===== src/sv/dpm_pkg.sv =====
// ----------------------------------------------------------------------------
// dpm_pkg
// Shared types and constants of the detector pixel mapper.
// ----------------------------------------------------------------------------
package dpm_pkg;

  localparam int unsigned CfgAddrW = 3;
  localparam int unsigned CfgDataW = 32;
  localparam int unsigned PosW     = 32;
  localparam int unsigned CoefW    = 32;
  localparam int unsigned ProdW    = PosW + CoefW;
  localparam int unsigned SumW     = ProdW + 1;
  localparam int unsigned MatFracW = 24;
  localparam int unsigned ShiftW   = SumW - MatFracW;
  localparam int unsigned CoordW   = ShiftW + 1;
  localparam int unsigned FracW    = 16;
  localparam int unsigned IdxW     = 16;
  localparam int unsigned BorderW  = 16;
  localparam int unsigned CmpW     = CoordW - FracW - 1;

  typedef enum logic [CfgAddrW-1:0] {
    REG_MATRIX_XX = 3'd0,
    REG_MATRIX_XY = 3'd1,
    REG_MATRIX_YX = 3'd2,
    REG_MATRIX_YY = 3'd3,
    REG_OFFSET_X  = 3'd4,
    REG_OFFSET_Y  = 3'd5,
    REG_BORDER_X  = 3'd6,
    REG_BORDER_Y  = 3'd7
  } dpm_reg_e;

  typedef struct packed {
    logic signed [CoefW-1:0]   matrix_xx;
    logic signed [CoefW-1:0]   matrix_xy;
    logic signed [CoefW-1:0]   matrix_yx;
    logic signed [CoefW-1:0]   matrix_yy;
    logic signed [PosW-1:0]    offset_x;
    logic signed [PosW-1:0]    offset_y;
    logic        [BorderW-1:0] border_x;
    logic        [BorderW-1:0] border_y;
  } dpm_cfg_t;

endpackage


===== src/sv/dpm_axis.sv =====
// ----------------------------------------------------------------------------
// dpm_axis
// Split one coordinate into pixel index and fraction; check grid range and
// dead border.
// ----------------------------------------------------------------------------
module dpm_axis import dpm_pkg::*; #(
  parameter int unsigned LIMIT = 64
) (
  input  logic signed [CoordW-1:0] coord_i,
  input  logic [BorderW-1:0]       border_i,
  output logic                     ok_o,
  output logic [IdxW-1:0]          idx_o,
  output logic [FracW-1:0]         frac_o
);

  localparam logic [CmpW-1:0] LimitC = CmpW'(LIMIT);

  logic [CmpW-1:0]  idx_mag;
  logic [FracW:0]   frac_rem;
  logic             in_grid;
  logic             in_border;

  always_comb begin
    idx_mag   = coord_i[CoordW-2:FracW];
    frac_rem  = (FracW+1)'(1 << FracW) - {1'b0, coord_i[FracW-1:0]};
    in_grid   = !coord_i[CoordW-1] && (idx_mag < LimitC);
    in_border = (coord_i[FracW-1:0] < border_i) || (frac_rem < {1'b0, border_i});
    ok_o      = in_grid && !in_border;
    idx_o     = idx_mag[IdxW-1:0];
    frac_o    = coord_i[FracW-1:0];
  end

endmodule


===== config.mk =====
export PLATFORM = sky130hd
export DESIGN_NAME = dpm_axis
export DESIGN_NICKNAME = d
export VERILOG_FILES = /design/src/sv/dpm_pkg.sv /design/src/sv/dpm_axis.sv
export SDC_FILE = /design/constraint.sdc
export NUM_CORES = 1
export LEC_CHECK = 0
export BUFFER_PORTS_ARGS = -buffer_cell sky130_fd_sc_hd__buf_2
export CAP_MARGIN = 30
export CORE_MARGIN = 4
export CORE_UTILIZATION = 39
export DETAILED_ROUTE_END_ITERATION = 16
export PLACE_DENSITY = 0.81
export SYNTH_ARGS = -nofsm -noshare
export SYNTH_HDL_FRONTEND = slang
export SYNTH_SLANG_ARGS = --single-unit
export TNS_END_PERCENT = 30

===== constraint.sdc =====
create_clock -name vclk -period 4.44
set_input_delay 0.888 -clock vclk [all_inputs]
set_output_delay 0.888 -clock vclk [all_outputs]
set_load 0.02 [all_outputs]

* After elaboration in Yosys (flattened, before gate mapping)
Cells that the tools add are included.
W data, S select, Z words.
** Word-level totals
- Output and inout port bits :: 33
- Input bits :: 58
- Bits in registers :: 0
- Word-level logic and storage cells :: 9
** Operators by class
- Add/sub/neg operators :: 1
- Reduce and logical (&&, ||, !) cells :: 5
- Magnitude comparators :: 3
** Operators with widths (number)
- $lt A25 B7 Y1 const B :: 1
- $lt A17 B16 Y1 :: 1
- $sub A17 B16 Y17 const A :: 1
- $lt A16 B16 Y1 :: 1
- $logic_and A1 B1 Y1 :: 2
- $logic_not A1 Y1 :: 2
- $logic_or A1 B1 Y1 :: 1

* Depth between registers and ports, before layout
Gate-level depths: netlist of run 1.
- Depth in word-level cells :: 5
- Depth in mapped cells :: 13
- Depth with buffers taken out :: 13

* Least setup slack after synthesis of run 1
OpenSTA, ideal clock, no wires.
- Path type :: in2out
- From :: input coord_i[0]
- To :: output ok_o
- Data required time :: 3.552 ns
- Arrival :: 3.496 ns
- Stages :: 13
- Buffers on the path :: 0
- Setup slack :: 0.056 ns
- Path through :: inv_1 > ha_1 > or4b_1 > nor2b_2 > nand3b_1 > nor4_1 > xnor2_1 > ha_1 > nand3_1 > nor2_1 > a221oi_1 > o21ai_0 > o41a_2
** On the way
- Longest elaborated chain between the ends :: 5
- Elaborated cells between the ends (all ways) :: 6
- Those cells by class :: add/sub (1); order compare (2); reduce/logical (3)
** RTL lines
- from (decl) :: RTL line dpm_axis.sv:9 : input logic signed [CoordW-1:0] coord_i,
- $sub A17 B16 Y17 :: RTL line dpm_axis.sv:25 : frac_rem = (FracW+1)'(1 << FracW) - {1'b0, coord_i[FracW-1:0]};
- $lt A17 B16 Y1 :: RTL line dpm_axis.sv:27 : in_border = (coord_i[FracW-1:0] < border_i) || (frac_rem < {1'b0, border_i});
- $logic_or A1 B1 Y1 * :: RTL line dpm_axis.sv:27
- $logic_not A1 Y1 * :: RTL line dpm_axis.sv:28 : ok_o = in_grid && !in_border;
- $logic_and A1 B1 Y1 * :: RTL line dpm_axis.sv:28
- to (decl) :: RTL line dpm_axis.sv:11 : output logic ok_o,
Every way passes the cells marked *; elsewhere a longest branch is shown, timed or not.

* Worst setup path after layout of run 1
- From :: input coord_i[1]
- To :: output ok_o
Same word-level chain as after synthesis.

==> results.tsv, run 1 <==
metric	value	unit
status	finished, violations left	
violations	setup timing	
finalHoldViolations	0	
syn_inst	170	
max_cap_violations	0	
synth_mux_area_share	0	%
synthDistinctLibCells	28	
synth_top_family_by_area	adder cells	
crit_arrival	3.58	ns
p_switching	79.3	uW
power	146	uW
drt-total-wl	3.37	mm
sw_frac_of_total	54.3	%
clkbuf_count	0	
first_pass_iters	5	
slowest_delay	0.51	ns
path_buf_inv	4	
syn_to_final_growth	30.3	%
dp_hpwl	3.00	mm
grt_pass1_vias	1265	
comb_power_share	100.0	%
slew_headroom	77.1	%
grt_pass1_wl	5.24	mm
min_to	idx_o[1]	
intPower	66.7	uW
synth_area_leaders	ha_1 (31%), buf_4 (19%), xnor2_1 (6.3%), inv_1 (5.1%), nor4_1 (4.0%)	
synth-compound-area-share	11.8	%
rows	20	
antenna_cells	0	
syn_nets	259	
hold_ws	1.78	ns
via_per_inst	4.98	
cts_hold_buf	0	
path_class	in -> out	
dieWidth	64.4	um
gr-total-overflow	0	
synth_top_area_cell	ha_1	
fin_cells	272	
die_h	64.4	um
cp_data_required_time	3.55	ns
synthAdderAreaFrac	31.2	%
setup_viol	1	
numPortBuffers	79	
rsz0062_at_grt	true	
synth_commonest_cells	buf_4 (32), ha_1 (31), inv_1 (17)	
p_per_area	90.2	nW/um^2
placedCellCount	270	
die_area	4150	sq um
drt_iter0_drc	55	
regArea	0	sq um
setup_tns	-0.0244	ns
yosysSeqAreaShare	0	%
antenna_found_initial	0	
io_pins	91	
path_cells	buf_6, inv_4, ha_4, or4b_4, nor2b_4, nand3b_1, nor4_2, xnor2_1, ha_1, nand3_2, nor2_2, buf_4, nand2_1, nor3_1, o41a_2, buf_6	
worst_path_most_repeated_cell	buf_6	
fin_crit	4.46	ns
core	3050	sq um
leakagePower	0.873	nW
wl_per_cell	12.4	um
fin_crit_sh	101	%
slowest_stage	o41a_2	
fillers	331	
peakVddDrop	0.0369	mV
avgSynthCellArea	7.31	sq um
place_congestion	0.853	
syn_area	1240	sq um
power_frac_clock	0	%
grt_max_degree	8	
num_vias	1355	
ant_nets	0	
hold_path_class	in -> out	
route.detailed.drc	0	
cp_max_fo	3	
min_path_cells	0	
grt_util_all_layers	15.1	%
p_seq_share	0	%
synth_most_common_cell	buf_4	
initial_core_util	40.7	%
synthSimpleGateAreaFrac	22.7	%
netlist.area_leader.share	31.2	%
design.seq.count	0	
startpoint_type	input pin	
critical_path.top_delay_family	simple AND/OR/NAND/NOR gates	
tightestPinTransition	0.334	ns
ys_warn_count	0	
drv_slew	0	
max_freq	0.224	GHz
timing.final.ws_setup	-0.0244	ns
drive_above_1_share	45.2	%
fin_nets	319	
synth_xor_xnor_area_share	9.87	%
hp-start	coord_i[17]	
end_kind	primary output	
==> cell type report <==
cell class	count	area [sq um]	area share [%]
inverters	17	68.8	4.25
multi-input cells	121	998	61.7
well taps	44	55.1	3.40
repair buffers	90	497	30.7
==> layout by cell type (no fill, tap or decap), types with 5 or more instances in the layout <==
master   netlist  final
a21oi_1        9      9
nor2_1        11      9
inv_1         17     15
buf_2          0     76
buf_4         32     11
nor3_1         6      6
xnor2_1        9      9
nand2_1       11     11
nor4_1         8      6
xor2_1         5      5
ha_1          31     30
==> what timing repair did <==
item,CTS,global route
gates resized for setup,19,2
pin swaps,10,3
hold endpoints to repair,0,0
buffers inserted,1,1
setup endpoints to repair,1,1
==> power groups by stage <==
| stage | clock, mW | combinational (mW) | sequential (mW) |
|---|---|---|---|
| final | 0 | 0.146 | 0 |
| after CTS | 0 | 0.146 | 0 |
| after detailed placement | 0 | 0.137 | 0 |
| after global routing | 0 | 0.165 | 0 |
| after global placement | 0 | 0.135 | 0 |
| after floorplan | 0 | 0.0994 | 0 |
==> metal layers <==
layer | part of all wire [%] | track usage, %
met5 | 0 | 0
met2 | 51 | 30.8
met4 | 0.56 | 1.06
met1 | 38 | 16.6
met3 | 10 | 2.60
==> worst max-delay path by stage <==
| stage | from | end | slack (ns) | depth (start not counted) |
|---|---|---|---|---|
| 6_report | coord_i[1] | ok_o | -0.02 | 16 |
| 5_1_grt | coord_i[1] | ok_o | -0.20 | 16 |
| 4_1_cts | coord_i[1] | ok_o | -0.15 | 14 |
| 3_5_place_dp | coord_i[0] | ok_o | -0.30 | 15 |
| 3_3_place_gp | coord_i[0] | ok_o | -0.23 | 15 |
| 2_1_floorplan | coord_i[0] | ok_o | 0.06 | 13 |
==> metrics by stage <==
stage,utilization (%),instance area (sq um),worst slack [ns]
after detailed placement,49.8,1520,-0.302
after global routing,53.0,1620,-0.201
after CTS,52.4,1600,-0.154
after global placement,49.8,1520,-0.230
after floorplan,-,1240,0.0561
final,53.0,1620,-0.0244
==> cell families after synthesis <==
kind of cell,count (synthesis)
AO/OA/AOI/OAI,22
XOR/XNOR,14
adder cells (fa/ha/maj),31
buffers and inverters,49
AND/OR/NAND/NOR,54
Note: power is estimated with default switching activity, not from simulation.
==> inputs of run 2 (changes only) <==
--- a/config.mk
+++ b/config.mk
@@ -7,10 +7,13 @@
 export LEC_CHECK = 0
 export BUFFER_PORTS_ARGS = -buffer_cell sky130_fd_sc_hd__buf_2
 export CAP_MARGIN = 30
+export CELL_PAD_IN_SITES_DETAIL_PLACEMENT = 0
+export CELL_PAD_IN_SITES_GLOBAL_PLACEMENT = 1
 export CORE_MARGIN = 4
-export CORE_UTILIZATION = 39
+export CORE_UTILIZATION = 25
 export DETAILED_ROUTE_END_ITERATION = 16
-export PLACE_DENSITY = 0.81
+export PLACE_DENSITY = 0.82
+export SKIP_LAST_GASP = 1
 export SYNTH_ARGS = -nofsm -noshare
 export SYNTH_HDL_FRONTEND = slang
 export SYNTH_SLANG_ARGS = --single-unit
==> run 2 against run 1 <==
  * Final area rose by 3.7%
  * Flip-flop and latch count did not move
  * Utilization fell by 18 points
  * The flow still finishes with violations (setup timing)
  * Global-route usage fell by 4.0 points
  * Sequential share of layout area did not move
  * Fmax fell by 2.6%
  * Critical path type unchanged
  * Combinational power rose by 3%
==> results.tsv, run 2 (synthesis gave the netlist of run 1 again) <==
metric	value	unit	change
status	finished, violations left		unchanged
violations	setup timing		unchanged
placedCellCount	296		was 270
die_h	78.5	um	was 64.4 um
cp_data_required_time	3.55	ns	about the same
fillers	536		was 331
first_pass_iters	4		was 5
rows	25		was 20
power_frac_clock	0	%	about the same
antenna_found_initial	0		unchanged
slowest_stage	or4b_4		was o41a_2
grt_pass1_wl	5.78	mm	was 5.24 mm
fin_nets	322		was 319
intPower	69.6	uW	was 66.7 uW
antenna_cells	0		unchanged
via_per_inst	4.45		was 4.98
cts_hold_buf	0		unchanged
startpoint_type	input pin		unchanged
cp_max_fo	3		unchanged
grt_util_all_layers	11.1	%	was 15.1%
dp_hpwl	3.09	mm	was 3.00 mm
gr-total-overflow	0		unchanged
fin_cells	298		was 272
path_cells	buf_8, inv_6, ha_4, or4b_4, nor2b_4, nand3b_1, buf_6, nor2_4, xnor2_1, ha_1, nand3_2, nor2_4, a221oi_2, o21ai_1, o41a_2, buf_6		was buf_6, inv_4, ha_4, or4b_4, nor2b_4, nand3b_1, nor4_2, xnor2_1, ha_1, nand3_2, nor2_2, buf_4, nand2_1, nor3_1, o41a_2, buf_6
sw_frac_of_total	53.8	%	was 54.3%
final_cell_mix	buf_2 (76), ha_1 (30), inv_1 (15), buf_4 (13), nand2_1 (11)		was buf_2 (76), ha_1 (30), inv_1 (15), nand2_1 (11), buf_4 (11)
grt_pass1_vias	1292		was 1,265
fin_crit	4.58	ns	was 4.46 ns
slew_headroom	78.6	%	was 77.1%
p_switching	81.1	uW	was 79.3 uW
path_class	in -> out		unchanged
slowest_delay	0.49	ns	was 0.51 ns
comb_power_share	100.0	%	about the same
p_per_area	89.7	nW/um^2	was 90.2 nW/um^2
end_kind	primary output		unchanged
dieWidth	78.5	um	was 64.4 um
hold_path_class	in -> out		unchanged
peakVddDrop	0.0350	mV	was 0.0369 mV
numPortBuffers	79		unchanged
tightestPinTransition	0.312	ns	was 0.334 ns
timing.final.ws_setup	-0.143	ns	was -0.0244 ns
place_congestion	0.814		was 0.853
initial_core_util	26.1	%	was 40.7%
place_area	1570	sq um	was 1520 sq um
rsz0062_at_grt	true		unchanged
final_common_cell	buf_2		unchanged
ant_nets	0		unchanged
core	4750	sq um	was 3050 sq um
max_cap_violations	0		unchanged
drt-total-wl	3.61	mm	was 3.37 mm
drt_iter0_drc	17		was 55
regArea	0	sq um	unchanged
drv_slew	0		unchanged
p_seq_share	0	%	about the same
crit_arrival	3.69	ns	was 3.58 ns
io_pins	91		unchanged
finalHoldViolations	0		unchanged
fin_crit_sh	103	%	was 101%
grt_max_degree	8		unchanged
num_vias	1327		was 1,355
max_freq	0.218	GHz	was 0.224 GHz
final_area	1680	sq um	was 1620 sq um
route.detailed.drc	0		unchanged
drive_above_1_share	45.5	%	was 45.2%
die_area	6160	sq um	was 4150 sq um
leakagePower	0.889	nW	was 0.873 nW
wl_per_cell	12.1	um	was 12.4 um
syn_to_final_growth	35.1	%	was 30.3%
setup_viol	1		unchanged
clkbuf_count	0		unchanged
design.seq.count	0		unchanged
run 2: changes by cell type in the layout (fill, tap and decap cells not counted):
cell	delta
nor2_2	-1
nor4_1	+1
nor2_4	+1
buf_4	+2
inv_6	+1
nor4_2	-1
inv_4	-1
buf_8	+1
run 2: worst paths after layout:
| check | from | endpoint | slack (ns) | cells after the start |
|---|---|---|---|---|
| worst max-delay path | coord_i[0] | ok_o | -0.14 | 16 |
| worst min-delay path | coord_i[17] | idx_o[1] | 1.78 | 0 |
run 2: critical path: cells and delay by family:
family	cells	cell delay (ns)
simple gates	6	1.02
fa+ha+maj	2	0.40
xor+xnor	1	0.12
compound gates	3	0.82
buf+inv	4	0.45
run 2: power by group through the flow:
stage / combinational, mW / sequential, mW / clock, mW
6_report: 0.151 / 0 / 0
5_1_grt: 0.170 / 0 / 0
4_1_cts: 0.148 / 0 / 0
3_5_place_dp: 0.140 / 0 / 0
3_3_place_gp: 0.140 / 0 / 0
2_1_floorplan: 0.0994 / 0 / 0
run 2: final cells by class:
cell class	instances	area, sq um	share of cell area (%)
multi-input combinational	121	997	59.4
timing repair buffer	93	527	31.4
tap	67	83.8	4.99
inverter	17	71.3	4.25
run 2: layer usage:
metal  global-route usage, %  vias to the layer above  share of wire [%]
met5                       0                        -                  0
met1                    13.0                      561                 41
met3                    1.61                        4                9.3
met2                    21.8                       63                 49
met4                    1.05                        0               0.50
li1                        -                      699                  -
run 2: repair_timing:
item                       4_1_cts  5_1_grt
buffers inserted                 1        2
pin swaps                       10       11
resized for setup               21        4
setup endpoints to repair        1        1
run 2: metrics by stage:
stage          power, mW  utilization (%)  hold WS [ns]  setup TNS (ns)  setup slack [ns]
2_1_floorplan     0.0994                -          1.89               0            0.0561
3_5_place_dp       0.140             33.1          1.78          -0.316            -0.316
3_3_place_gp       0.140             33.1          1.78          -0.248            -0.248
6_report           0.151             35.3          1.78          -0.143            -0.143
4_1_cts            0.148             34.9          1.78          -0.175            -0.175
5_1_grt            0.170             35.3          1.78          -0.292            -0.292
==> inputs of run 3 (changes only) <==
--- a/config.mk
+++ b/config.mk
@@ -10,9 +10,9 @@
 export CELL_PAD_IN_SITES_DETAIL_PLACEMENT = 0
 export CELL_PAD_IN_SITES_GLOBAL_PLACEMENT = 1
 export CORE_MARGIN = 4
-export CORE_UTILIZATION = 25
+export CORE_UTILIZATION = 30
 export DETAILED_ROUTE_END_ITERATION = 16
-export PLACE_DENSITY = 0.82
+export PLACE_DENSITY = 0.92
 export SKIP_LAST_GASP = 1
 export SYNTH_ARGS = -nofsm -noshare
 export SYNTH_HDL_FRONTEND = slang
==> constraint.sdc (replaced) <==
create_clock -name vclk -period 5.9
set_input_delay 1.18 -clock vclk [all_inputs]
set_output_delay 1.18 -clock vclk [all_outputs]
set_load 0.02 [all_outputs]
==> run 3 against run 2 <==
  * The run now ends clean
  * Final cell count decreased by 10%
  * Critical path depth shrank 1
  * Combinational power fell by 34%
  * Setup slack improved by 0.56 ns
  * Final area down 13%
  * Global-route usage is 0.21 points lower
  * Non-clock buffer count shrank 14
  * Hold slack improved by 0.58 ns
  * Largest cell class unchanged
  * Highest routed layer is now met3
==> results.tsv, run 3 (synthesis gave the netlist of run 1 again) <==
metric	value	unit	change
peakVddDrop	0.0269	mV	was 0.0350 mV
hold_path_class	in -> out		unchanged
dp_hpwl	2.86	mm	was 3.09 mm
final_common_cell	buf_2		unchanged
leakagePower	0.807	nW	was 0.889 nW
setup_viol	0		was 1
use_met2	20.8	%	was 21.8%
cp_data_required_time	4.72	ns	was 3.55 ns
path_class	in -> out		unchanged
cts_hold_buf	0		unchanged
ant_nets	0		unchanged
wl_per_cell	11.6	um	was 12.1 um
syn_to_final_growth	17.5	%	was 35.1%
first_pass_iters	3		was 4
slew_headroom	51.2	%	was 78.6%
fillers	458		was 536
gr-total-overflow	0		unchanged
setup_tns	0	ns	was -0.143 ns
antenna_cells	0		unchanged
drv_slew	0		unchanged
p_per_area	68.2	nW/um^2	was 89.7 nW/um^2
drt-total-wl	3.09	mm	was 3.61 mm
fin_util	36.5	%	was 35.3%
grt_max_degree	8		unchanged
rsz0062_at_grt	false		was true
busiest_layer	met2		unchanged
drive_above_1_share	37.3	%	was 45.5%
placedCellCount	267		was 296
clkbuf_count	0		unchanged
fin_crit	5.48	ns	
num_vias	1272		was 1,327
fin_cells	267		was 298
max_freq	0.182	GHz	
cts_setup_buffers	0		was 1
drt_iter0_drc	16		was 17
grt_use_met1	14.0	%	was 13.0%
route.detailed.drc	0		unchanged
via_per_inst	4.76		was 4.45
fin_crit_sh	93.0	%	
startpoint_type	input pin		unchanged
end_kind	primary output		unchanged
final_area	1460	sq um	was 1680 sq um
timing.final.ws_setup	0.415	ns	was -0.143 ns
use_met3	0.693	%	was 1.61%
antenna_found_initial	0		unchanged
design.seq.count	0		unchanged
multi_input_area	938	sq um	was 997 sq um
final_cell_mix	buf_2 (79), ha_1 (31), inv_1 (17), nor2_1 (11), nand2_1 (11)		was buf_2 (76), ha_1 (30), inv_1 (15), buf_4 (13), nand2_1 (11)
regArea	0	sq um	unchanged
io_pins	91		unchanged
status	complete, no violations		was finished, violations left
place_congestion	0.832		was 0.814
initial_core_util	31.1	%	was 26.1%
dieWidth	72.4	um	was 78.5 um
cp_max_fo	5		was 3
place_ws	0.412	ns	was -0.316 ns
core	4000	sq um	was 4750 sq um
numPortBuffers	79		unchanged
max_cap_violations	0		unchanged
fin_nets	308		was 322
cts_resized	0		was 21
die_area	5240	sq um	was 6160 sq um
die_h	72.4	um	was 78.5 um
grt_util_all_layers	10.9	%	was 11.1%
place_area	1460	sq um	was 1570 sq um
grt_pass1_wl	4.86	mm	was 5.78 mm
crit_arrival	4.30	ns	was 3.69 ns
finalHoldViolations	0		unchanged
tightestPinTransition	0.726	ns	was 0.312 ns
rows	23		was 25
grt_pass1_vias	1158		was 1,292
-- run 3: cell types whose count changed in the layout (fill, tap and decap cells not counted), sizes merged --
cell	previous run	this run
buf	93	79
-- run 3: worst paths after layout --
path                   end        start  slack [ns]  cells past startpoint
setup / recovery      ok_o   coord_i[0]        0.42                     15
hold / removal    idx_o[1]  coord_i[17]        2.36                      0
-- run 3: worst max-delay path, stage by stage --
cell	delay (ns)
buf_2	0.12
inv_1	0.05
ha_1	0.19
or4b_1	0.49
nor2b_2	0.21
nand3b_1	0.14
nor4_1	0.28
xnor2_1	0.16
ha_1	0.26
nand3_1	0.11
nor2_1	0.06
a221oi_1	0.28
o21ai_0	0.14
o41a_2	0.46
buf_2	0.17
-- run 3: area by class of cell --
class	instances	area share [%]
well taps	50	4.28
multi-input cells	121	64.3
inverters	17	4.37
repair buffers	79	27.1
-- run 3: power breakdown --
| part | leakage [nW] | internal [mW] | switching, mW |
|---|---|---|---|
| combinational | 0.807 | 0.0442 | 0.0553 |
| clock | 0 | 0 | 0 |
| sequential | 0 | 0 | 0 |
-- run 3: through the flow --
stage | hold WS [ns] | power (mW)
2_1_floorplan | 2.47 | 0.0748
3_3_place_gp | 2.36 | 0.0985
3_5_place_dp | 2.36 | 0.100
4_1_cts | 2.36 | 0.101
5_1_grt | 2.36 | 0.114
6_report | 2.36 | 0.0995
-- run 3: routing by layer --
metal / vias to the layer above / part of all wire (%) / wire (um)
met4: 0 / 0 / 0
met3: 0 / 12 / 369
met1: 549 / 40 / 1250
met5: - / 0 / 0
li1: 667 / - / -
met2: 56 / 48 / 1470
