[config.mk]
export PLATFORM = sky130hd
export DESIGN_NAME = dpm_cfg_regs
export DESIGN_NICKNAME = d
export VERILOG_FILES = /design/src/sv/dpm_pkg.sv /design/src/sv/dpm_cfg_regs.sv
export SDC_FILE = /design/constraint.sdc
export NUM_CORES = 1
export LEC_CHECK = 0
export BUFFER_PORTS_ARGS = -buffer_cell sky130_fd_sc_hd__buf_2
export CELL_PAD_IN_SITES_DETAIL_PLACEMENT = 1
export CELL_PAD_IN_SITES_GLOBAL_PLACEMENT = 2
export CORE_UTILIZATION = 33
export CTS_BUF_LIST = sky130_fd_sc_hd__clkbuf_8
export CTS_CLUSTER_SIZE = 8
export DETAILED_ROUTE_END_ITERATION = 8
export GPL_TIMING_DRIVEN = 0
export PLACE_DENSITY_LB_ADDON = 0.2
export SYNTH_ARGS = -nofsm -noshare
export SYNTH_HDL_FRONTEND = slang
export SYNTH_SLANG_ARGS = --single-unit
[constraint.sdc]
create_clock -name clk_i -period 0.8 [get_ports clk_i]
set_input_delay 0.12 -clock clk_i [delete_from_list [all_inputs] [get_ports clk_i]]
set_output_delay 0.12 -clock clk_i [all_outputs]
set_load 0.1 [all_outputs]
[src/sv/dpm_pkg.sv]
// ----------------------------------------------------------------------------
// dpm_pkg
// Shared types and constants of the detector pixel mapper.
// ----------------------------------------------------------------------------
package dpm_pkg;

  localparam int unsigned CfgAddrW = 3;
  localparam int unsigned CfgDataW = 32;
  localparam int unsigned PosW     = 32;
  localparam int unsigned CoefW    = 32;
  localparam int unsigned ProdW    = PosW + CoefW;
  localparam int unsigned SumW     = ProdW + 1;
  localparam int unsigned MatFracW = 24;
  localparam int unsigned ShiftW   = SumW - MatFracW;
  localparam int unsigned CoordW   = ShiftW + 1;
  localparam int unsigned FracW    = 16;
  localparam int unsigned IdxW     = 16;
  localparam int unsigned BorderW  = 16;
  localparam int unsigned CmpW     = CoordW - FracW - 1;

  typedef enum logic [CfgAddrW-1:0] {
    REG_MATRIX_XX = 3'd0,
    REG_MATRIX_XY = 3'd1,
    REG_MATRIX_YX = 3'd2,
    REG_MATRIX_YY = 3'd3,
    REG_OFFSET_X  = 3'd4,
    REG_OFFSET_Y  = 3'd5,
    REG_BORDER_X  = 3'd6,
    REG_BORDER_Y  = 3'd7
  } dpm_reg_e;

  typedef struct packed {
    logic signed [CoefW-1:0]   matrix_xx;
    logic signed [CoefW-1:0]   matrix_xy;
    logic signed [CoefW-1:0]   matrix_yx;
    logic signed [CoefW-1:0]   matrix_yy;
    logic signed [PosW-1:0]    offset_x;
    logic signed [PosW-1:0]    offset_y;
    logic        [BorderW-1:0] border_x;
    logic        [BorderW-1:0] border_y;
  } dpm_cfg_t;

endpackage

[src/sv/dpm_cfg_regs.sv]
// ----------------------------------------------------------------------------
// dpm_cfg_regs
// Configuration register file: matrix, offsets and dead borders.
// ----------------------------------------------------------------------------
module dpm_cfg_regs import dpm_pkg::*; (
  input  logic                clk_i,
  input  logic                rst_ni,
  input  logic                wr_en_i,
  input  logic [CfgAddrW-1:0] wr_addr_i,
  input  logic [CfgDataW-1:0] wr_data_i,
  output dpm_cfg_t            cfg_o
);

  dpm_cfg_t cfg_q, cfg_d;

  always_comb begin
    cfg_d = cfg_q;
    if (wr_en_i) begin
      case (dpm_reg_e'(wr_addr_i))
        REG_MATRIX_XX: cfg_d.matrix_xx = wr_data_i;
        REG_MATRIX_XY: cfg_d.matrix_xy = wr_data_i;
        REG_MATRIX_YX: cfg_d.matrix_yx = wr_data_i;
        REG_MATRIX_YY: cfg_d.matrix_yy = wr_data_i;
        REG_OFFSET_X:  cfg_d.offset_x  = wr_data_i;
        REG_OFFSET_Y:  cfg_d.offset_y  = wr_data_i;
        REG_BORDER_X:  cfg_d.border_x  = wr_data_i[BorderW-1:0];
        REG_BORDER_Y:  cfg_d.border_y  = wr_data_i[BorderW-1:0];
        default:       cfg_d = cfg_q;
      endcase
    end
  end

  always_ff @(posedge clk_i or negedge rst_ni) begin
    if (!rst_ni) begin
      cfg_q <= '0;
    end else begin
      cfg_q <= cfg_d;
    end
  end

  assign cfg_o = cfg_q;

endmodule

# ---- Word-level counts from Yosys, hierarchy flattened
# Index checks and enable logic that the tools add are counted.
# W data, S select, Z words.
dict set report op_classes {
  eq_ne 7
  n_reduce_logical 9
}
# op count
set op_table {}
lappend op_table {{$reduce_and A2 Y1} 8}
lappend op_table {{$eq A3 B3 Y1 const B} 4}
lappend op_table {{$eq A3 B2 Y1 const B} 2}
lappend op_table {{$eq A3 B1 Y1 const B} 1}
lappend op_table {{$logic_not A3 Y1} 1}
dict set report totals {
  elab_cells 24
  output_inout_bits 224
  ff_bits 224
  in_bits 38
}

# ---- Depth between registers and ports, before layout
# Gate-level depths: netlist of run 1.
dict set report depth {
  ltp_word 2
  mapped_depth 5
  ltp_nobuf 2
}

# ---- Worst setup path after synthesis of run 1
# OpenSTA, ideal clock, no wires.
dict set report synth_timing {
  path_type {input -> register}
  startpoint {input port wr_addr_i[1]}
  endpoint {register cfg_q (netlist bit cfg_o[197])}
  setup_time_ns 0.125
  arrival_time_ns 1.195
  cell_stages 4
  n_path_buf 2
  path_slack_ns -0.521
  required_time_ns 0.675
  cell_sequence {buf_2 > nor4b_4 > buf_6 > mux2_2}
}
dict set report synth_via {
  elab_chain_cells 2
}
# element line_no
set synth_lines {}
lappend synth_lines {{start: declaration} dpm_cfg_regs.sv:9} ;# input logic [CfgAddrW-1:0] wr_addr_i,
lappend synth_lines {{$logic_not A3 Y1} dpm_cfg_regs.sv:19} ;# case (dpm_reg_e'(wr_addr_i))
lappend synth_lines {{$reduce_and A2 Y1 (no source line)} -}
lappend synth_lines {{end signal: assignment} dpm_cfg_regs.sv:37} ;# cfg_q <= cfg_d;
lappend synth_lines {{end: declaration} dpm_cfg_regs.sv:14} ;# dpm_cfg_t cfg_q, cfg_d;
# Every way passes these cells.
# A chain may end at the register's enable or synchronous reset.

# ---- Worst setup path after layout of run 1
dict set report layout_timing {
  startpoint {register cfg_q (netlist bit cfg_o[63])}
  endpoint {output port cfg_o[63] (netlist name)}
}
# element line_no
set layout_lines {}
lappend layout_lines {{end: declaration} dpm_cfg_regs.sv:11} ;# output dpm_cfg_t cfg_o
# No word-level cell between the ends.

==> metrics, run 1 <==
sequential fraction of the synthesis area=about two thirds; Remaining DRCs=0; first drt pass iteration count=4; Top-Level Pins=roughly 260; CTS tree=built; via density per instance=about 4.7; starting density of the core=between 30% and 40%; pre-CTS WS=-0.7983 ns; count of mapped cells out of synthesis=a little under 500; insertion delay to the later sink of the worst-skew pair=approximately 0.53 ns; switching power as a share of total power=47.03%; async set or reset register ratio after synthesis=between 90% and 100%; chain of cells forming the critical path=buf_12; quantity of hold-fixing buffers added after cts=32; Die Span Y=between 150 and 200 um; Core Region=roughly 25000 um2; count of buffer and inverter cells on the critical path=1; dominant delay contributor by cell family on the critical path=flip-flops; width of the chip=roughly 160 um; most frequent cells after synthesis=sky130_fd_sc_hd__dfrtp_1 (224), sky130_fd_sc_hd__mux2_2 (199), sky130_fd_sc_hd__mux2_1 (25); post-CTS clock slew at the launch and capture registers of the worst setup and hold paths=~0.060 ns; htree depth=2; sw power=~30000 uW; gpl congestion=about 0.74; top cell type by total area after synthesis=sky130_fd_sc_hd__dfrtp_1; final global-route overflow total=0; fin nets=958; count of antenna-violating nets left after detailed routing=0; post-DR wirelength/cell=26.13 um; sum of met2 wire segment lengths after detailed routing=about 18 mm; number of pins exceeding their max-slew limit in the final report=0; vias in the first global route=6829; Num Clock Sinks=roughly 220; power per unit of standard cell area=between 3000 and 4000 nW/um2; classification of the worst-slack hold path=input pin to async pin; Yosys reg bits=about 220; Num CTS Buffers=41; top achievable clock speed=~750 MHz; cell with the biggest individual delay on the critical path=sky130_fd_sc_hd__dfrtp_4; crit path capture type=output pin; unrepaired setup endpoints after global routing=true; simple-gate share of the synthesized area=1.170%; DP Wirelength=16.16 mm; layout-stage area growth over the synthesis result=103.0%; pin count of the biggest net entering global routing=about 120; longest individual stage delay on the worst path=0.50 ns; final cycle utilization of the critical path=166.5%; post-synth design cell area=8446 um2; area enclosed by the die boundary=around 26000 um2; Port-buffer cells=257; wire length on met1=12.90 mm; most common cell in the synthesized netlist=sky130_fd_sc_hd__dfrtp_1; Final Setup Violations=428; static leakage power=0.007802 uW; Hold Vio Cnt, Final=109; mux cell area share after synthesis=29.87%; most area-consuming cells after synthesis=sky130_fd_sc_hd__dfrtp_1 (66%), sky130_fd_sc_hd__mux2_2 (27%), sky130_fd_sc_hd__mux2_1 (3.3%); slew at the pin with the worst max-slew slack=between 0.6 and 0.7 ns; final critical-path required period=approximately 1.3 ns; share of the synthesized area in the top cell type=about two thirds; worst clock skew=0 ns; detailed route wirelength on metal3=roughly 2.1 mm; worst hold slack across all endpoints=-0.4753 ns; root buf cell=sky130_fd_sc_hd__clkbuf_8; normalized max-slew margin=54.30%; result of the run=finished with violations; share of power burned in the clock network=between 10% and 20%; number of warning messages in the yosys log=0; dominant combinational cell family by area after synthesis=multiplexers; clk buf depth=3; detailed-route via count=between 6000 and 7000; initial drt markers=approximately 220; antenna violations before repair=1; total negative setup slack=-118.32 ns; Sequential Power Share=27.1%; maximum VDD drop=roughly 2.3 mV; Crit path required time=around 0.7 ns; most frequently used flop master after synthesis=sky130_fd_sc_hd__dfrtp_1; ratio of cells with drive above 1 in the final layout=93.24%; Pint=~35000 uW; number of synthesized flops with an enable pin=0; crit path launch type=flop; final critical-path setup slack=-0.5317 ns; XOR/XNOR share of the synthesized area=0%; row count=between 50 and 60; first-pass GRT wire length=about 45 mm; Syn Area/Cell=approximately 17 um2; Final Routed Wirelength=roughly 33 mm; share of power burned in combinational logic=~56%; highest routing layer actually used=met4; count of max-cap constraint violations=0; Yosys cell types=11; Adder-Cell Fraction of Synth Area=0%; peak fanout along the critical path=2; number of nets produced by synthesis=approximately 520; signal arrival time at the worst endpoint=1.21 ns; crit path kind=flop to output pin; total global routing track utilization=23.00%; max reg flops=224; violated checks=hold timing, setup timing; share of the synthesized area in compound gates (AO/OA/AOI/OAI)=0%
## cells in the final DEF, fill, tap and decap left out, types with 14 or more instances in the layout
| master | instances |
|---|---|
| sky130_fd_sc_hd__mux2_2 | 31 |
| sky130_fd_sc_hd__buf_2 | 32 |
| sky130_fd_sc_hd__buf_4 | 17 |
| sky130_fd_sc_hd__mux2_4 | 193 |
| sky130_fd_sc_hd__buf_12 | 239 |
| sky130_fd_sc_hd__dlygate4sd3_1 | 32 |
| sky130_fd_sc_hd__dfrtp_1 | 16 |
| sky130_fd_sc_hd__inv_1 | 14 |
| sky130_fd_sc_hd__buf_6 | 92 |
| sky130_fd_sc_hd__clkbuf_8 | 52 |
| sky130_fd_sc_hd__dfrtp_2 | 187 |
| sky130_fd_sc_hd__dfrtp_4 | 21 |
## power by group through the flow
stage / clock network, uW / registers, uW / logic [uW]
global placement: 0 / 15700 / 25600
finish: 10700 / 17700 / 36800
detailed placement: 0 / 15900 / 25800
global route: 11500 / 17900 / 37500
floorplan: 0 / 34400 / 3060
CTS: 10800 / 17000 / 33500
## final timing paths
| kind | start | to | slack, ns | cells past startpoint |
|---|---|---|---|---|
| setup / recovery | cfg_o[63]$_DFFE_PN0P_ | cfg_o[63] | -0.53 | 1 |
| hold / removal | rst_ni | cfg_o[186]$_DFFE_PN0P_ | -0.48 | 1 |
| setup reg to reg | cfg_o[16]$_DFFE_PN0P_ | cfg_o[16]$_DFFE_PN0P_ | -0.32 | 3 |
| hold reg to reg | cfg_o[26]$_DFFE_PN0P_ | cfg_o[26]$_DFFE_PN0P_ | 0.53 | 1 |
| max in group asynchronous | rst_ni | cfg_o[10]$_DFFE_PN0P_ | 0.15 | 2 |
| min in group clk_i | wr_addr_i[2] | cfg_o[207]$_DFFE_PN0P_ | 0.12 | 4 |
## logic make-up after synthesis
family | Yosys count
muxes | 224
DFF | 224
buffers and inverters | 27
and+or+nand+nor | 8
## routing by layer
metal	vias up	GRT usage, %
met4	0	7.547
met1	3210	27.32
li1	2590	-
met3	60	6.129
met2	197	40.27
met5	-	0
## repair_timing
| action | in CTS | in global routing |
|---|---|---|
| gates cloned | 7 | 3 |
| buffers inserted | 53 | 52 |
| pin swaps | 5 | 4 |
| endpoints found under the setup margin | 442 | 428 |
| hold endpoints to repair | 323 | 103 |
| resized for setup | 846 | 240 |
## stage by stage
| stage | power [uW] | instances | utilization, % | cell area [um2] | hold WS (ns) |
|---|---|---|---|---|---|
| global route | 66890 | 1278 | 68.28 | 17140 | -0.4550 |
| finish | 65180 | 1278 | 68.28 | 17140 | -0.4753 |
| floorplan | 37430 | 483 | - | 9235 | -0.1756 |
| CTS | 61370 | 1233 | 63.09 | 15840 | -0.4455 |
| global placement | 41360 | 1070 | 43.55 | 10930 | 0.4010 |
| detailed placement | 41720 | 1071 | 43.70 | 10970 | 0.2260 |
## cell type report
type,instances,area [um2]
repair buffers,395,6216
fillers,2000,7965
clock inverters,18,72.57
multi-input cells,232,3391
diodes,1,2.502
plain buffers,26,415.4
well taps,330,412.9
clock buffers,52,715.7
flip-flops and latches,224,5918
## worst reg2reg max path, stage by stage, from the launching register on
cell	delay, ns
sky130_fd_sc_hd__dfrtp_4	0.50
sky130_fd_sc_hd__buf_4	0.15
sky130_fd_sc_hd__buf_6	0.11
sky130_fd_sc_hd__mux2_4	0.25
Power figures use the tool's default switching activity.
==> run 2: changes to the inputs <==
==> constraint.sdc (replaced) <==
create_clock -name clk_i -period 0.8 [get_ports clk_i]
set_input_delay 0.08 -clock clk_i [delete_from_list [all_inputs] [get_ports clk_i]]
set_output_delay 0.08 -clock clk_i [all_outputs]
set_load 0.1 [all_outputs]
==> metrics, run 2 (synthesis gave the netlist of run 1 again) <==
DP Wirelength=16.12 mm (was 16.16 mm); gpl congestion=0.7317 (was 0.7382); signal arrival time at the worst endpoint=1.21 ns (about the same); starting density of the core=33.64% (unchanged); classification of the worst-slack hold path=input pin to async pin (unchanged); power per unit of standard cell area=3864 nW/um2 (was 3802 nW/um2); pin count of the biggest net entering global routing=114 (was 122); Top Usage Layer GRT=met2 (unchanged); total of fill cells in the finished design=2029 (was 2000); normalized max-slew margin=56.81% (was 54.30%); crit path kind=flop to output pin (unchanged); insertion delay to the later sink of the worst-skew pair=0.52 ns (was 0.53 ns); count of antenna-violating nets left after detailed routing=0 (unchanged); share of the core filled with cells=67.27% (was 68.28%); final critical-path required period=1.289 ns (was 1.332 ns); Top-Level Pins=262 (unchanged); post-CTS clock slew at the launch and capture registers of the worst setup and hold paths=0.07 ns (was 0.06 ns); first-pass GRT wire length=43.75 mm (was 45.08 mm); Antenna diodes=0 (was 1); Num CTS Buffers=41 (unchanged); register-to-register setup slack=-0.26 ns (was -0.32 ns); Final Setup Violations=424 (was 428); area enclosed by the die boundary=26240 um2 (unchanged); violated checks=hold timing, setup timing (unchanged); Final Routed Wirelength=32.28 mm (was 33.39 mm); unrepaired setup endpoints after global routing=true (unchanged); met2 Track Usage GR=38.70% (was 40.27%); most common cell after layout, fill and taps aside=sky130_fd_sc_hd__buf_12 (unchanged); R2R cell count=3 (unchanged); Core Region=25110 um2 (unchanged); count of buffer and inverter cells on the critical path=1 (unchanged); via density per instance=4.726 (was 4.739); worst clock skew=0 ns (unchanged); fin nets=934 (was 958); static leakage power=0.007663 uW (was 0.007802 uW); width of the chip=162.0 um (unchanged); longest individual stage delay on the worst path=0.50 ns (about the same); slew at the pin with the worst max-slew slack=0.6478 ns (was 0.6855 ns); total global routing track utilization=22.14% (was 23.00%); chain of cells forming the critical path=buf_12 (unchanged); logic depth of the worst setup path including buffers=1 (unchanged); clk buf depth=3 (unchanged); final critical-path setup slack=-0.4890 ns (was -0.5317 ns); post-DR wirelength/cell=25.68 um (was 26.13 um); number of pins exceeding their max-slew limit in the final report=0 (unchanged); layout-stage area growth over the synthesis result=100.0% (was 103.0%); met3 layer usage reported by global route=5.771% (was 6.129%); crit path launch type=flop (unchanged); Port-buffer cells=257 (unchanged); end point of the critical path=cfg_o[14] (was cfg_o[63]); reg-to-reg critical path startpoint=cfg_o[75]$_DFFE_PN0P_ (was cfg_o[16]$_DFFE_PN0P_); Remaining DRCs=0 (unchanged); pre-CTS WS=-0.7528 ns (was -0.7983 ns); beginning of the critical path=cfg_o[14]$_DFFE_PN0P_ (was cfg_o[63]$_DFFE_PN0P_); initial drt markers=192 (was 217); non-filler cells in the finished layout=1257 (was 1278); capture point of the worst reg-to-reg path=cfg_o[75]$_DFFE_PN0P_ (was cfg_o[16]$_DFFE_PN0P_); final global-route overflow total=0 (unchanged); first drt pass iteration count=4 (unchanged); maximum VDD drop=2.294 mV (was 2.264 mV); worst hold slack across all endpoints=-0.5098 ns (was -0.4753 ns); CTS tree=built (unchanged); count of max-cap constraint violations=0 (unchanged); dominant delay contributor by cell family on the critical path=flip-flops (unchanged); row count=58 (unchanged); GR Util met1=26.40% (was 27.32%); Die Span Y=162.0 um (unchanged); final cycle utilization of the critical path=161.1% (was 166.5%); final design instance area without fill=16890 um2 (was 17140 um2); crit path capture type=output pin (unchanged); Hold Vio Cnt, Final=111 (was 109); root buf cell=sky130_fd_sc_hd__clkbuf_8 (unchanged); Crit path required time=0.72 ns (was 0.68 ns); cell with the biggest individual delay on the critical path=sky130_fd_sc_hd__dfrtp_4 (unchanged); commonest non-fill, non-tap cells in the layout=sky130_fd_sc_hd__buf_12 (230), sky130_fd_sc_hd__dfrtp_2 (189), sky130_fd_sc_hd__mux2_4 (185) (was sky130_fd_sc_hd__buf_12 (239), sky130_fd_sc_hd__mux2_4 (193), sky130_fd_sc_hd__dfrtp_2 (187)); quantity of hold-fixing buffers added after cts=32 (unchanged); result of the run=finished with violations (unchanged); htree depth=2 (unchanged); max reg flops=224 (unchanged); detailed-route via count=5940 (was 6057); top achievable clock speed=775.8 MHz (was 750.9 MHz); Placed Area=11040 um2 (was 10970 um2); antenna violations before repair=0 (was 1); placed instance count=1071 (unchanged); vias in the first global route=6879 (was 6829); ratio of cells with drive above 1 in the final layout=94.39% (was 93.24%); Num Clock Sinks=224 (unchanged); peak fanout along the critical path=2 (unchanged)
[run 2: per-layer routing]
metal  part of all wire, %  vias to the layer above
met5                     0                        -
met4                   2.7                        0
met3                   5.2                       58
met2                    54                      196
met1                    39                     3145
li1                      -                     2541
[run 2: final cells by class]
class / count / area [um2] / share of cell area (%)
Sequential cell: 224 / 5947 / 35.21
Clock inverter: 18 / 78.83 / 0.4667
Tap cell: 330 / 412.9 / 2.444
Clock buffer: 56 / 770.7 / 4.563
Timing Repair Buffer: 370 / 5894 / 34.90
Buffer: 27 / 417.9 / 2.474
Multi-Input combinational cell: 232 / 3369 / 19.95
[run 2: metrics by stage]
step | hold WS (ns) | power [uW] | TNS, ns
CTS | -0.3656 | 61780 | -105.91
detailed placement | 0.2054 | 41880 | -215.28
global placement | 0.3676 | 41540 | -1111.96
floorplan | -0.2156 | 37600 | -85.88
finish | -0.5098 | 65270 | -104.97
global route | -0.4820 | 66990 | -116.62
[run 2: worst min-delay path by stage]
stage                        from                     end  cells past startpoint
CTS                        rst_ni   cfg_o[82]$_DFFE_PN0P_                      1
global placement    wr_data_i[29]  cfg_o[221]$_DFFE_PN0P_                      2
global route               rst_ni   cfg_o[81]$_DFFE_PN0P_                      1
finish                     rst_ni   cfg_o[76]$_DFFE_PN0P_                      1
detailed placement         rst_ni   cfg_o[82]$_DFFE_PN0P_                      1
floorplan                  rst_ni  cfg_o[107]$_DFFE_PN0P_                      0
[run 2: timing repair]
action	4_1_cts	5_1_grt
gates resized for setup	819	239
setup endpoints to repair	428	505
setup buffers	38	49
cloned	0	7
hold endpoints to repair	335	111
pin swaps	1	3
[run 2: report_power, final]
part	internal, uW	total, uW	switching (uW)
registers	14500	17700	3190
clock network	6230	11300	5040
logic	14000	36300	22300
total	34700	65300	30600
==> run 3: changes to the inputs <==
--- a/config.mk
+++ b/config.mk
@@ -9,7 +9,7 @@
 export CELL_PAD_IN_SITES_DETAIL_PLACEMENT = 1
 export CELL_PAD_IN_SITES_GLOBAL_PLACEMENT = 2
 export CORE_UTILIZATION = 33
-export CTS_BUF_LIST = sky130_fd_sc_hd__clkbuf_8
+export CTS_BUF_LIST = sky130_fd_sc_hd__clkbuf_4 sky130_fd_sc_hd__clkbuf_8
 export CTS_CLUSTER_SIZE = 8
 export DETAILED_ROUTE_END_ITERATION = 8
 export GPL_TIMING_DRIVEN = 0
==> metrics, run 3 (synthesis gave the netlist of run 1 again) <==
most common cell after layout, fill and taps aside=sky130_fd_sc_hd__buf_12 (unchanged); crit path capture type=output pin (unchanged); Remaining DRCs=0 (unchanged); PnR Total Power=65950 uW (was 65270 uW); Port-buffer cells=257 (unchanged); detailed-route via count=6009 (was 5940); beginning of the critical path=cfg_o[11]$_DFFE_PN0P_ (was cfg_o[14]$_DFFE_PN0P_); count of antenna-violating nets left after detailed routing=0 (unchanged); final cycle utilization of the critical path=163.1% (was 161.1%); vias in the first global route=6841 (was 6879); max reg flops=224 (unchanged); non-filler cells in the finished layout=1265 (was 1257); Top Usage Layer GRT=met2 (unchanged); Num CTS Buffers=41 (unchanged); worst hold slack across all endpoints=-0.5210 ns (was -0.5098 ns); crit path kind=flop to output pin (unchanged); unrepaired setup endpoints after global routing=true (unchanged); starting density of the core=33.64% (unchanged); pin count of the biggest net entering global routing=114 (unchanged); number of pins exceeding their max-slew limit in the final report=0 (unchanged); static leakage power=0.007716 uW (was 0.007663 uW); antenna violations before repair=0 (unchanged); GR Util met1=26.14% (was 26.40%); post-CTS clock slew at the launch and capture registers of the worst setup and hold paths=0.06 ns (was 0.07 ns); Crit path required time=0.72 ns (about the same); Final Routed Wirelength=33.03 mm (was 32.28 mm); root buf cell=sky130_fd_sc_hd__clkbuf_8 (unchanged); pre-CTS WS=-0.7528 ns (unchanged); width of the chip=162.0 um (unchanged); Num Clock Sinks=224 (unchanged); final global-route overflow total=0 (unchanged); chain of cells forming the critical path=buf_12 (unchanged); initial drt markers=187 (was 192); top achievable clock speed=766.3 MHz (was 775.8 MHz); maximum VDD drop=2.631 mV (was 2.294 mV); layout-stage area growth over the synthesis result=101.9% (was 100.0%); met2 Track Usage GR=38.96% (was 38.70%); Top-Level Pins=262 (unchanged); row count=58 (unchanged); area enclosed by the die boundary=26240 um2 (unchanged); quantity of hold-fixing buffers added after cts=32 (unchanged); Final Setup Violations=426 (was 424); htree depth=2 (unchanged); met3 layer usage reported by global route=5.516% (was 5.771%); result of the run=finished with violations (unchanged); crit path launch type=flop (unchanged); slew at the pin with the worst max-slew slack=0.6534 ns (was 0.6478 ns); violated checks=hold timing, setup timing (unchanged); normalized max-slew margin=56.44% (was 56.81%); post-DR wirelength/cell=26.11 um (was 25.68 um); ratio of cells with drive above 1 in the final layout=95.61% (was 94.39%); via density per instance=4.750 (was 4.726); longest individual stage delay on the worst path=0.50 ns (about the same); signal arrival time at the worst endpoint=1.22 ns (was 1.21 ns); worst clock skew=0 ns (unchanged); placed instance count=1071 (unchanged); count of max-cap constraint violations=0 (unchanged); DP Wirelength=16.12 mm (unchanged); final critical-path required period=1.305 ns (was 1.289 ns); first-pass GRT wire length=43.61 mm (was 43.75 mm); Core Region=25110 um2 (unchanged); CTS tree=built (unchanged); classification of the worst-slack hold path=input pin to async pin (unchanged); commonest non-fill, non-tap cells in the layout=sky130_fd_sc_hd__buf_12 (230), sky130_fd_sc_hd__dfrtp_2 (189), sky130_fd_sc_hd__mux2_4 (188) (was sky130_fd_sc_hd__buf_12 (230), sky130_fd_sc_hd__dfrtp_2 (189), sky130_fd_sc_hd__mux2_4 (185)); Die Span Y=162.0 um (unchanged); clk buf depth=3 (unchanged); count of buffer and inverter cells on the critical path=1 (unchanged); Antenna diodes=0 (unchanged); Hold Vio Cnt, Final=116 (was 111); total global routing track utilization=22.05% (was 22.14%); dominant delay contributor by cell family on the critical path=flip-flops (unchanged); first drt pass iteration count=4 (unchanged); fin nets=942 (was 934); reg-to-reg critical path startpoint=cfg_o[141]$_DFFE_PN0P_ (was cfg_o[75]$_DFFE_PN0P_); cell with the biggest individual delay on the critical path=sky130_fd_sc_hd__dfrtp_4 (unchanged); insertion delay to the later sink of the worst-skew pair=0.53 ns (was 0.52 ns); peak fanout along the critical path=2 (unchanged); final critical-path setup slack=-0.5049 ns (was -0.4890 ns); gpl congestion=0.7317 (unchanged); power per unit of standard cell area=3868 nW/um2 (was 3864 nW/um2)
==> run 3: cell count changes in the layout (fill, tap and decap cells not counted) <==
cell,delta
sky130_fd_sc_hd__clkbuf_4,+11
sky130_fd_sc_hd__inv_1,-11
sky130_fd_sc_hd__buf_6,+5
sky130_fd_sc_hd__buf_4,+3
sky130_fd_sc_hd__mux2_2,-3
sky130_fd_sc_hd__mux2_4,+3
sky130_fd_sc_hd__buf_8,-2
sky130_fd_sc_hd__clkbuf_16,+2
sky130_fd_sc_hd__nand4_2,-1
sky130_fd_sc_hd__nand4_4,+1
==> run 3: stage by stage <==
stage	area [um2]	util (%)	hold WS, ns	TNS, ns
after floorplan	9308	-	-0.2156	-85.88
after global placement	11010	43.84	0.3676	-1111.96
after detailed placement	11040	43.99	0.2054	-215.28
after CTS	15550	61.94	-0.3654	-105.91
after global routing	17050	67.91	-0.4661	-118.30
final	17050	67.91	-0.5210	-107.29
==> run 3: repair_timing <==
action	in CTS	in global routing
resized for setup	819	245
endpoints found under the setup margin	428	508
buffers inserted	39	55
cloned	0	9
endpoints found under the hold margin	335	111
pin swaps	1	4
==> run 3: report_power, final <==
group	internal (uW)	switching [uW]	total [uW]
Combinational	14100	22400	36400
Clock	6740	5030	11800
Sequential	14500	3240	17700
Total	35300	30700	65900
==> run 3: layout make-up <==
| cell class | count | area, um2 |
|---|---|---|
| Clock buffer | 67 | 853.3 |
| Buffer | 27 | 422.9 |
| Clock inverter | 7 | 37.54 |
| Sequential cell | 224 | 5947 |
| Fill cell | 2044 | 8058 |
| Tap cell | 330 | 412.9 |
| Timing Repair Buffer | 378 | 5988 |
| Multi-Input combinational cell | 232 | 3390 |
==> run 3: layer usage <==
layer / up-vias / wire length, um
li1: 2559 / -
met1: 3174 / 12560
met2: 218 / 17800
met3: 58 / 1870
met4: 0 / 803
met5: - / 0
==> run 3: path summary, 6_finish.rpt <==
| path | endpoint | slack, ns | cells after the start |
|---|---|---|---|
| max in group asynchronous | cfg_o[4]$_DFFE_PN0P_ | 0.28 | 2 |
| min in group clk_i | cfg_o[15]$_DFFE_PN0P_ | 0.07 | 3 |
| worst min-delay path | cfg_o[81]$_DFFE_PN0P_ | -0.52 | 1 |
| worst max register to register | cfg_o[141]$_DFFE_PN0P_ | -0.26 | 3 |
| worst min register to register | cfg_o[37]$_DFFE_PN0P_ | 0.54 | 1 |
| worst max-delay path | cfg_o[11] | -0.50 | 1 |
